### src/rtl/core/sorted_priority_queue_assert.svh
// Assertion macros used by the sorted priority queue RTL.
`ifndef SORTED_PRIORITY_QUEUE_ASSERT_SVH
`define SORTED_PRIORITY_QUEUE_ASSERT_SVH

`ifndef SYNTHESIS

// Condition that must hold in the same cycle as the trigger.
`define SPQ_ASSERT_NOW(lbl, clk, rst_n, trig, cond) \
    lbl: assert property (@(posedge clk) disable iff (!(rst_n)) (trig) |-> (cond)) \
        else $error("sorted priority queue check failed");

// Condition that must hold in the cycle after the trigger.
`define SPQ_ASSERT_NEXT(lbl, clk, rst_n, trig, cond) \
    lbl: assert property (@(posedge clk) disable iff (!(rst_n)) (trig) |=> (cond)) \
        else $error("sorted priority queue check failed");

`else

`define SPQ_ASSERT_NOW(lbl, clk, rst_n, trig, cond)
`define SPQ_ASSERT_NEXT(lbl, clk, rst_n, trig, cond)

`endif

`endif

### src/rtl/core/spq_pkg.sv
// Shared types and constants of the sorted priority queue.
`timescale 1ns / 1ps

package spq_pkg;

    localparam int DEPTH_DEF     = 16;
    localparam int KEY_WIDTH_DEF = 32;

    localparam int KEY_IO_WIDTH = 32;
    localparam int COUNT_WIDTH  = 5;

    localparam logic OP_INSERT  = 1'b0;
    localparam logic OP_EXTRACT = 1'b1;

    typedef enum logic [1:0] {
        ST_OK    = 2'd0,
        ST_EMPTY = 2'd1,
        ST_FULL  = 2'd2
    } t_status;

    // Broadcast control seen by every cell of the chain.
    typedef struct packed {
        logic ins;
        logic ext;
        logic smallest_first;
    } t_cell_ctrl;

endpackage

### src/rtl/core/spq_if.sv
// Request and response channel interfaces of the sorted priority queue.
`timescale 1ns / 1ps

interface spq_in_if;
    logic                             valid;
    logic                             ready;
    logic                             opcode;
    logic [spq_pkg::KEY_IO_WIDTH-1:0] key_in;

    modport source (output valid, output opcode, output key_in, input ready);
    modport sink (input valid, input opcode, input key_in, output ready);
endinterface

interface spq_out_if;
    logic                             valid;
    logic                             ready;
    logic [1:0]                       status;
    logic [spq_pkg::KEY_IO_WIDTH-1:0] key_out;
    logic [spq_pkg::COUNT_WIDTH-1:0]  entry_count;
    logic                             queue_empty;

    modport source (output valid, output status, output key_out, output entry_count,
                    output queue_empty, input ready);
    modport sink (input valid, input status, input key_out, input entry_count,
                  input queue_empty, output ready);
endinterface

### src/rtl/core/spq_cell.sv
// One slot of the sorted chain: holds a key and shifts with its neighbours.
`timescale 1ns / 1ps

module spq_cell #(
    parameter int KEY_WIDTH = spq_pkg::KEY_WIDTH_DEF
) (
    input  logic                  i_clk,
    input  spq_pkg::t_cell_ctrl   i_ctrl,
    input  logic [KEY_WIDTH-1:0]  i_key_new,
    input  logic                  i_occupied,
    input  logic [KEY_WIDTH-1:0]  i_left_key,
    input  logic                  i_left_take,
    input  logic [KEY_WIDTH-1:0]  i_right_key,
    output logic [KEY_WIDTH-1:0]  o_key,
    output logic                  o_take
);

    logic [KEY_WIDTH-1:0] r_key;
    logic [KEY_WIDTH-1:0] n_key;
    logic                 above;

    assign above  = i_ctrl.smallest_first ? (i_key_new < r_key) : (i_key_new > r_key);
    // Along a sorted chain the cells that take form a suffix; the first of them
    // receives the new key and the rest take their left neighbour's key.
    assign o_take = !i_occupied || above;
    assign o_key  = r_key;

    always_comb begin
        n_key = r_key;
        if (i_ctrl.ext) begin
            n_key = i_right_key;
        end else if (i_ctrl.ins && o_take) begin
            n_key = i_left_take ? i_left_key : i_key_new;
        end
    end

    always_ff @(posedge i_clk) begin
        r_key <= n_key;
    end

endmodule

### src/rtl/core/sorted_priority_queue.sv
// Sorted priority queue: a row of compare-and-shift cells with its control.
//
// Requests arrive on i_req (opcode, key_in) with a valid/ready handshake; each
// request produces exactly one response on o_rsp (status, key_out, entry_count,
// queue_empty). Opcode insert places the key behind all entries that rank at
// least as high, so equal keys leave in arrival order; opcode extract removes
// the head. An insert into a full queue is dropped with status full, and an
// extract from an empty queue returns key 0 with status empty.
// i_cfg_we with i_cfg_wdata selects the order: 0 largest first, 1 smallest
// first; write it only while no request is outstanding.
// Every cell compares the broadcast key against its own entry and shifts in the
// cycle the request is taken, and its response is registered; one request is
// taken each cycle while o_rsp does not stall.
// The response register decouples the sides: a new request is taken while the
// response is being taken or the register is empty. If o_rsp stalls, one
// response is held and further requests wait.
// Reset clears the entry count, the order register and the response valid;
// the cell contents need no reset as slots beyond the count are never read.
`timescale 1ns / 1ps

`include "sorted_priority_queue_assert.svh"

module sorted_priority_queue #(
    parameter int DEPTH     = spq_pkg::DEPTH_DEF,
    parameter int KEY_WIDTH = spq_pkg::KEY_WIDTH_DEF
) (
    input  logic       i_clk,
    input  logic       i_rst_n,
    input  logic       i_cfg_we,
    input  logic       i_cfg_wdata,
    spq_in_if.sink     i_req,
    spq_out_if.source  o_rsp
);

    localparam int CW = $clog2(DEPTH + 1);

    logic                 r_smallest_first;
    logic [CW-1:0]        r_count;
    logic [CW-1:0]        n_count;
    logic                 r_out_valid;
    spq_pkg::t_status     r_status;
    spq_pkg::t_status     n_status;
    logic [KEY_WIDTH-1:0] r_key_out;
    logic [KEY_WIDTH-1:0] n_key_out;
    logic [CW-1:0]        r_out_count;

    logic                 acc;
    logic                 full;
    logic                 empty;
    logic                 ins;
    logic                 ext;
    logic [63:0]          key_in_ext;
    logic [63:0]          key_out_ext;
    logic [8:0]           count_ext;
    logic [KEY_WIDTH-1:0] key_new;
    spq_pkg::t_cell_ctrl  ctrl;

    logic [KEY_WIDTH-1:0] w_key  [DEPTH];
    logic                 w_take [DEPTH];

    assign acc   = i_req.valid && i_req.ready;
    assign full  = (r_count == CW'(DEPTH));
    assign empty = (r_count == '0);
    assign ins   = acc && (i_req.opcode == spq_pkg::OP_INSERT) && !full;
    assign ext   = acc && (i_req.opcode == spq_pkg::OP_EXTRACT) && !empty;

    assign i_req.ready = !r_out_valid || o_rsp.ready;

    assign key_in_ext = {32'b0, i_req.key_in};
    assign key_new    = key_in_ext[KEY_WIDTH-1:0];

    assign ctrl.ins            = ins;
    assign ctrl.ext            = ext;
    assign ctrl.smallest_first = r_smallest_first;

    for (genvar i = 0; i < DEPTH; i++) begin : g_cell
        logic [KEY_WIDTH-1:0] left_key;
        logic                 left_take;
        logic [KEY_WIDTH-1:0] right_key;

        if (i == 0) begin : g_head
            assign left_key  = key_new;
            assign left_take = 1'b0;
        end else begin : g_body
            assign left_key  = w_key[i-1];
            assign left_take = w_take[i-1];
        end

        if (i == DEPTH - 1) begin : g_tail
            assign right_key = '0;
        end else begin : g_inner
            assign right_key = w_key[i+1];
        end

        spq_cell #(
            .KEY_WIDTH (KEY_WIDTH)
        ) u_cell (
            .i_clk       (i_clk),
            .i_ctrl      (ctrl),
            .i_key_new   (key_new),
            .i_occupied  (r_count > CW'(i)),
            .i_left_key  (left_key),
            .i_left_take (left_take),
            .i_right_key (right_key),
            .o_key       (w_key[i]),
            .o_take      (w_take[i])
        );
    end

    always_comb begin
        n_count = r_count;
        if (ins) begin
            n_count = r_count + CW'(1);
        end else if (ext) begin
            n_count = r_count - CW'(1);
        end
    end

    always_comb begin
        n_status  = spq_pkg::ST_OK;
        n_key_out = '0;
        if (i_req.opcode == spq_pkg::OP_INSERT) begin
            if (full) begin
                n_status = spq_pkg::ST_FULL;
            end
        end else if (empty) begin
            n_status = spq_pkg::ST_EMPTY;
        end else begin
            n_key_out = w_key[0];
        end
    end

    always_ff @(posedge i_clk) begin
        if (!i_rst_n) begin
            r_smallest_first <= 1'b0;
            r_count          <= '0;
            r_out_valid      <= 1'b0;
        end else begin
            if (i_cfg_we) begin
                r_smallest_first <= i_cfg_wdata;
            end
            r_count <= n_count;
            if (acc) begin
                r_out_valid <= 1'b1;
            end else if (o_rsp.ready) begin
                r_out_valid <= 1'b0;
            end
        end
    end

    always_ff @(posedge i_clk) begin
        if (acc) begin
            r_status    <= n_status;
            r_key_out   <= n_key_out;
            r_out_count <= n_count;
        end
    end

    assign key_out_ext = 64'(r_key_out);
    assign count_ext   = 9'(r_out_count);

    assign o_rsp.valid       = r_out_valid;
    assign o_rsp.status      = r_status;
    assign o_rsp.key_out     = key_out_ext[31:0];
    assign o_rsp.entry_count = count_ext[4:0];
    assign o_rsp.queue_empty = (r_out_count == '0);

    `SPQ_ASSERT_NOW(a_count_bound, i_clk, i_rst_n, 1'b1, r_count <= CW'(DEPTH))
    `SPQ_ASSERT_NEXT(a_ins_grows, i_clk, i_rst_n, ins, r_count == $past(r_count) + CW'(1))
    `SPQ_ASSERT_NEXT(a_rsp_follows, i_clk, i_rst_n, acc, r_out_valid && (r_out_count == r_count))
    `SPQ_ASSERT_NOW(a_no_double_op, i_clk, i_rst_n, 1'b1, !(ins && ext))

endmodule
### src/flat_wrapper.sv
// flat-port wrapper written by rule: the top's interface ports become plain ports
module sorted_priority_queue_flat 
#(
    parameter int DEPTH     = spq_pkg::DEPTH_DEF,
    parameter int KEY_WIDTH = spq_pkg::KEY_WIDTH_DEF
)
  (i_clk, i_rst_n, i_cfg_we, i_cfg_wdata, i_req_valid, i_req_opcode, i_req_key_in, i_req_ready, o_rsp_valid, o_rsp_status, o_rsp_key_out, o_rsp_entry_count, o_rsp_queue_empty, o_rsp_ready);
  spq_in_if i_req_i ();
  spq_out_if o_rsp_i ();
  input  logic i_clk;
  input  logic i_rst_n;
  input  logic i_cfg_we;
  input  logic i_cfg_wdata;
  input wire logic [$bits(i_req_i.valid)-1:0] i_req_valid;
  input wire logic [$bits(i_req_i.opcode)-1:0] i_req_opcode;
  input wire logic [$bits(i_req_i.key_in)-1:0] i_req_key_in;
  output wire logic [$bits(i_req_i.ready)-1:0] i_req_ready;
  output wire logic [$bits(o_rsp_i.valid)-1:0] o_rsp_valid;
  output wire logic [$bits(o_rsp_i.status)-1:0] o_rsp_status;
  output wire logic [$bits(o_rsp_i.key_out)-1:0] o_rsp_key_out;
  output wire logic [$bits(o_rsp_i.entry_count)-1:0] o_rsp_entry_count;
  output wire logic [$bits(o_rsp_i.queue_empty)-1:0] o_rsp_queue_empty;
  input wire logic [$bits(o_rsp_i.ready)-1:0] o_rsp_ready;
  assign i_req_i.valid = i_req_valid;
  assign i_req_i.opcode = i_req_opcode;
  assign i_req_i.key_in = i_req_key_in;
  assign i_req_ready = i_req_i.ready;
  assign o_rsp_valid = o_rsp_i.valid;
  assign o_rsp_status = o_rsp_i.status;
  assign o_rsp_key_out = o_rsp_i.key_out;
  assign o_rsp_entry_count = o_rsp_i.entry_count;
  assign o_rsp_queue_empty = o_rsp_i.queue_empty;
  assign o_rsp_i.ready = o_rsp_ready;
  sorted_priority_queue #(.DEPTH(DEPTH), .KEY_WIDTH(KEY_WIDTH)) u_core (.i_clk(i_clk), .i_rst_n(i_rst_n), .i_cfg_we(i_cfg_we), .i_cfg_wdata(i_cfg_wdata), .i_req(i_req_i), .o_rsp(o_rsp_i));
endmodule
### config.mk
export PLATFORM = sky130hd
export DESIGN_NAME = sorted_priority_queue_flat
export DESIGN_NICKNAME = d
export VERILOG_FILES = /design/src/rtl/core/spq_pkg.sv /design/src/rtl/core/spq_if.sv /design/src/rtl/core/spq_cell.sv /design/src/rtl/core/sorted_priority_queue.sv /design/src/flat_wrapper.sv
export VERILOG_INCLUDE_DIRS = /design/src /design/src/rtl/core
export SDC_FILE = /design/constraint.sdc
export NUM_CORES = 2
export LEC_CHECK = 0
export ABC_AREA = 1
export BUFFER_PORTS_ARGS = -buffer_cell sky130_fd_sc_hd__buf_2
export CAP_MARGIN = 20
export CORE_AREA = 8 8 285 287
export CTS_CLUSTER_DIAMETER = 80
export CTS_CLUSTER_SIZE = 28
export DETAILED_ROUTE_END_ITERATION = 7
export DIE_AREA = 0 0 293 295
export PLACE_DENSITY = 0.76
export SLEW_MARGIN = 20
export SYNTH_ARGS = -nofsm -noshare
export SYNTH_HDL_FRONTEND = slang
export SYNTH_SLANG_ARGS = --single-unit
### constraint.sdc
create_clock -name i_clk -period 4.1 [get_ports i_clk]
set_input_delay 0.41 -clock i_clk [delete_from_list [all_inputs] [get_ports i_clk]]
set_output_delay 0.41 -clock i_clk [all_outputs]
set_load 0.05 [all_outputs]
# == Word level (Yosys, flattened, before mapping) ==
# Index checks and enable logic that the tools add are counted.
# Widths: inputs -> output; s select.
# word_totals
mem_count,0
mem_bits_rw,0
latchBits,0
out_inout_bits,42
romBits,0
in_bits,39
ff_bits,558
# classes
eq_ne,1
addsub,2
shift,0
order_cmp,48
mux,68
n_mul,0
n_reduce_logical,76
n_bitwise,1
div_mod_pow,0
# ops
op,n
$mux 32,45
$gt 32x32->1,16
$lt 32x32->1,16
$gt 5x4->1 const B,8
$reduce_bool 2->1,16
$logic_and 1x1->1,21
$gt 5x3->1 const B,4
$logic_not 1->1,19
$mux 1,19
$logic_or 1x1->1,17
$gt 5x1->1 const B,2
$gt 5x2->1 const B,2
$logic_not 5->1,2
$mux 5,2
$add 5x1->5 const B,1
$eq 5x5->1 const B,1
$sub 5x1->5 const B,1
$mux 2,2
$reduce_or 2->1,1
$not 1->1,1

# == Depth between registers and ports, before layout ==
# depth
depth_word,8
mapped_depth,22
depth_no_buf,20

# == Hierarchy ==
# Synthesis repeated with hierarchy kept, for this count alone.
# unflattened
cells_unflattened,5402
area_unflattened_um2,42284.3
# by_module_without_submodules
module,seq_area_each_um2,n_inst,area_per_inst_um2,cells_per_inst
spq_cell,960.9,16,2503.7,323
sorted_priority_queue,1311.3,1,2225.9,234

# == Least setup slack after synthesis ==
# OpenSTA, ideal clock, no wires.
# synth_timing
kind,input to register
startpoint,input i_req_key_in[0]
endpoint,register u_core.g_cell[7].u_cell.r_key[0] (enable)
path_stages,16
setup_slack_ns,-0.251
setup_ns,0.441
required_ns,3.659
n_path_buf,2
t_arrival_ns,3.910
cell_sequence,inv_1 > clkbuf_1 > ha_1 > inv_1 > a21oi_1 > o21ai_0 > nand2_1 > nand2_1 > nand2_1 > nand2_1 > nand2_1 > nand2_1 > nand2_1 > nand2_1 > buf_2 > a31oi_1
# synth_via
elab_chain_cells,5
word_cells_on_any_way,6
cone_classes,order compare: 2; mux: 1; reduce/logical: 3
# synth_lines
element,line_no,text
from (decl),flat_wrapper.sv:16,input wire logic [$bits(i_req_i.key_in)-1:0] i_req_key_in;
$gt 32x32->1 or $lt 32x32->1 (tied branches),spq_cell.sv:22,assign above = i_ctrl.smallest_first ? (i_key_new < r_key) : (i_key_new > r_key);
$mux 1 *,spq_cell.sv:22,
$logic_or 1x1->1 *,spq_cell.sv:25,assign o_take = !i_occupied || above;
$logic_and 1x1->1 *,spq_cell.sv:32,end else if (i_ctrl.ins && o_take) begin
$reduce_bool 2->1 (no source line) *,--,
to (signal assigned),spq_cell.sv:38,r_key <= n_key;
to (decl),spq_cell.sv:18,logic [KEY_WIDTH-1:0] r_key;
# Mark *: on every way between the ends. The rest lies on a longest branch, timed or not.
# A chain may end at the register's enable or synchronous reset.

# == Worst setup path after layout ==
# layout_timing
startpoint,register u_core.r_count[0]
endpoint,"register u_core.g_cell[8].u_cell.r_key[22], data pin"
# layout_via
elab_chain_cells,6
word_cells_on_any_way,9
cone_classes,order compare: 1; mux: 3; reduce/logical: 5
# layout_lines
element,line_no,text
from (decl),sorted_priority_queue.sv:38,logic [CW-1:0] r_count;
from (signal assigned),sorted_priority_queue.sv:142,r_count <= n_count;
$gt 5x3->1,sorted_priority_queue.sv:101,".i_occupied (r_count > CW'(i)),"
$logic_not 1->1,spq_cell.sv:25,
$logic_or 1x1->1,spq_cell.sv:25,
$mux 32,spq_cell.sv:33,n_key = i_left_take ? i_left_key : i_key_new;
$mux 32,spq_cell.sv:32,
$mux 32 *,spq_cell.sv:30,if (i_ctrl.ext) begin
named net u_core.g_cell[8].u_cell.n_key[22],spq_cell.sv:19,logic [KEY_WIDTH-1:0] n_key;
to (signal assigned),spq_cell.sv:38,
to (decl),spq_cell.sv:18,
# The timed path passes the listed nets; every way through them passes the cells marked *. The select of a mux whose other input is x is not followed.

==> results.json <==
{
  "outcome": "complete, no violations",
  "p_per_area_mw_per_mm2": 492,
  "syn2layout_area_growth_pct": 5.48,
  "antenna_found_initial": 0,
  "vias_per_cell": 5.65,
  "grt_most_used_layer": "met2",
  "crit_chain": "inv_1 > ha_1 > inv_1 > nor2_2 > inv_4 > nand2_4 > nor2_4 > buf_12 > buf_12 > nand2_1 > nand2_1",
  "crit_slowest_cell": "buf_12",
  "grt_pass1_wl_um": 190000,
  "synth_top_area_cell": "edfxtp_1",
  "fillCellCount": 6925,
  "drtIter0Drc": 3460,
  "cts_setup_buffers": 0,
  "place_area_sq_mm": 0.0446,
  "fmax_ghz": 0.273,
  "die_area_sq_mm": 0.0864,
  "io_buffers": 80,
  "synth_ff_type": "edfxtp_1",
  "synth.avg_cell_area_sq_um": 7.54,
  "cp_num_buf_inv": 5,
  "critPathLaunchType": "flop",
  "timing.rr.start": "u_core.r_count[0]$_SDFF_PN0_",
  "synth.net_count": 6304,
  "layout-drive-gt1-share": 0.0554,
  "required_ps": 4570,
  "netlist.area_leader.share": 0.360,
  "clock_path_buffers": 3,
  "die-height_um": 295,
  "drt-total-wl_um": 117000,
  "ir_drop_v": 0.000393,
  "grtUsageTotal": 0.264,
  "rsz0062_at_grt": "no",
  "vias": 38000,
  "grt.met2_usage": 0.455,
  "use_met1": 0.349,
  "cts_tree": "done",
  "clock-sinks": 558,
  "cts_root_buf": "clkbuf_16",
  "wire_per_inst_um": 17.3,
  "rows": 102,
  "multiInputGateArea_sq_mm": 0.0230,
  "async_reset_ff_frac": 0,
  "initial_core_util": 0.565,
  "min_path_type": "input port to flop",
  "cts_max_level": 2,
  "nets": 6221,
  "syn-instance-count": 5748,
  "min_from": "i_cfg_wdata",
  "cp-startpoint": "u_core.r_count[0]$_SDFF_PN0_",
  "postRouteAntennaNets": 0,
  "ff_latch_area_sq_mm": 0.0164,
  "cp-end-kind": "flop",
  "place_hpwl_um": 89700,
  "grt_use_met3": 0.0303,
  "first_pass_iters": 6,
  "fin_crit_ps": 3660,
  "maxCapViolations": 0,
  "skew_ps": 31.5,
  "grt_max_degree": 207,
  "cp_slowest_stage_delay_ps": 600,
  "ys_types": 39,
  "ys_warn_count": 0,
  "seq_area_frac_synth": 0.378,
  "gp_congestion": 0.914,
  "path_clk_slew_ps": 90,
  "numCtsBuffers": 37,
  "path_class": "flop to flop",
  "crit_family": "buffers and inverters",
  "synth_area_leaders": "edfxtp_1, nand2_1, ha_1, nand3_1, inv_1",
  "grt_pass1_vias": 37100,
  "coreArea_sq_mm": 0.0767,
  "arrival_ps": 4130,
  "die_w_um": 293,
  "diodes": 0,
  "cts_hold_buffers": 0,
  "synth-seq-cells": 558,
  "synth_edf_count": 519,
  "setup-violations-final": 0,
  "grt.overflow.total": 0,
  "p_leak_nw": 22.7,
  "syn-cell-area_sq_mm": 0.0433,
  "fin_area_sq_mm": 0.0457,
  "finalSetupTns_ps": 0,
  "io_pins": 81,
  "insertion_delay_ps": 610,
  "cts_resized": 0,
  "period_share": 0.893,
  "drc": 0,
  "report.final.hold_viol_count": 0,
  "maxSlewViolCount": 0,
  "critPathMaxFanout": 206,
  "worst_pin_slew_ps": 1220,
  "slew_headroom": 0.189
}
-- tightest hold or removal path, delay by kind of cell --
kind,cells,cell delay (ps)
AND/OR/NAND/NOR,1,70
buffers and inverters,1,70
AO/OA/AOI/OAI,1,60
-- logic make-up (layout without fill, tap and decap cells) --
logic type | count (synthesis) | after routing | synth area share
flops | 558 | 558 | 0.378
fa+ha+maj | 517 | 517 | 0.149
xor+xnor | 3 | 3 | 0.000606
simple gates | 3253 | 3253 | 0.325
compound gates | 440 | 440 | 0.0542
buf+inv | 977 | 920 | 0.0937
-- layer usage --
layer,wire length [um],vias to the layer above
met1,51200,17400
met2,54400,1282
met5,0,-
li1,-,19100
met3,7590,190
met4,3330,0
-- final cells by class --
cell class,count,share of cell area
Timing Repair Buffer,199,0.0301
Sequential cell,558,0.358
Multi-Input combinational cell,4213,0.504
Clock buffer,42,0.0211
Clock inverter,23,0.00446
Inverter,656,0.0543
Tap cell,1040,0.0285
-- placed cells by master (no fill, tap or decap), types with 8 or more instances in the layout --
master	Yosys	layout
o21ai_1	14	10
dfxtp_1	39	39
inv_1	646	646
nor2_1	239	239
o211ai_1	15	15
edfxtp_1	519	519
o21a_1	22	22
a21oi_1	274	273
nand2_2	10	10
nand4_1	333	333
buf_2	212	80
o21ai_0	95	95
ha_1	517	517
buf_4	21	113
nor3_1	20	20
clkbuf_16	0	37
nand3_1	661	661
nand3_2	11	11
nand2_1	1962	1962
inv_6	0	8
-- state kept, by name, indices dropped and copies added, names as in the netlist --
name                        cells
u_core.g_cell.u_cell.o_key    512
u_core.o_rsp.entry_count        5
u_core.o_rsp.key_out           32
u_core.o_rsp.status             2
u_core.o_rsp.valid              1
u_core.r_count                  5
u_core.r_smallest_first         1
-- Yosys cell counts (2+ instances only) --
cell type  instances
nor2_4             2
nand2_1         1962
inv_2              7
a21oi_1          274
nor3_1            20
edfxtp_1         519
nand3_2           11
ha_1             517
dfxtp_1           39
o211ai_1          15
nand3_1          661
nor2_2             3
a21o_1             2
and3_1             2
buf_4             21
nand2_2           10
buf_6              6
inv_1            646
a41oi_1            5
o21a_1            22
buf_2            212
nor4_2             2
clkbuf_1          82
o21ai_1           14
a31oi_1            6
nor3_2             4
xor2_1             3
nand4_1          333
inv_4              2
o21ai_0           95
o21bai_1           5
nor2_1           239
-- through the flow --
step | utilization | hold slack, ps | setup WS [ps] | instances | power [mW]
6_report | 0.596 | 51.4 | 438 | 6731 | 22.5
4_1_cts | 0.596 | 42.8 | 472 | 6731 | 22.5
5_1_grt | 0.596 | 52.4 | 184 | 6731 | 24.3
3_3_place_gp | 0.581 | 507 | 563 | 6665 | 18.1
3_5_place_dp | 0.581 | 504 | 478 | 6666 | 18.5
2_1_floorplan | - | 502 | 455 | 5748 | 16.0
-- worst paths after layout --
kind                                                      end  slack (ps)  cells after the start
setup / recovery  u_core.g_cell[8].u_cell.o_key[22]$_DFFE_PP_         440                     11
hold / removal           u_core.r_smallest_first$_SDFFE_PN0P_          50                      3
setup reg to reg  u_core.g_cell[8].u_cell.o_key[22]$_DFFE_PP_         440                     11
hold reg to reg               u_core.o_rsp.valid$_SDFFE_PN0P_         520                      2
-- where the power goes --
group	total [mW]	leakage, nW	internal [mW]	switching, mW
Clock	3.99	0.566	1.78	2.21
Combinational	9.60	16.9	3.11	6.49
Sequential	8.91	5.24	8.25	0.668
Power figures use the tool's default switching activity.
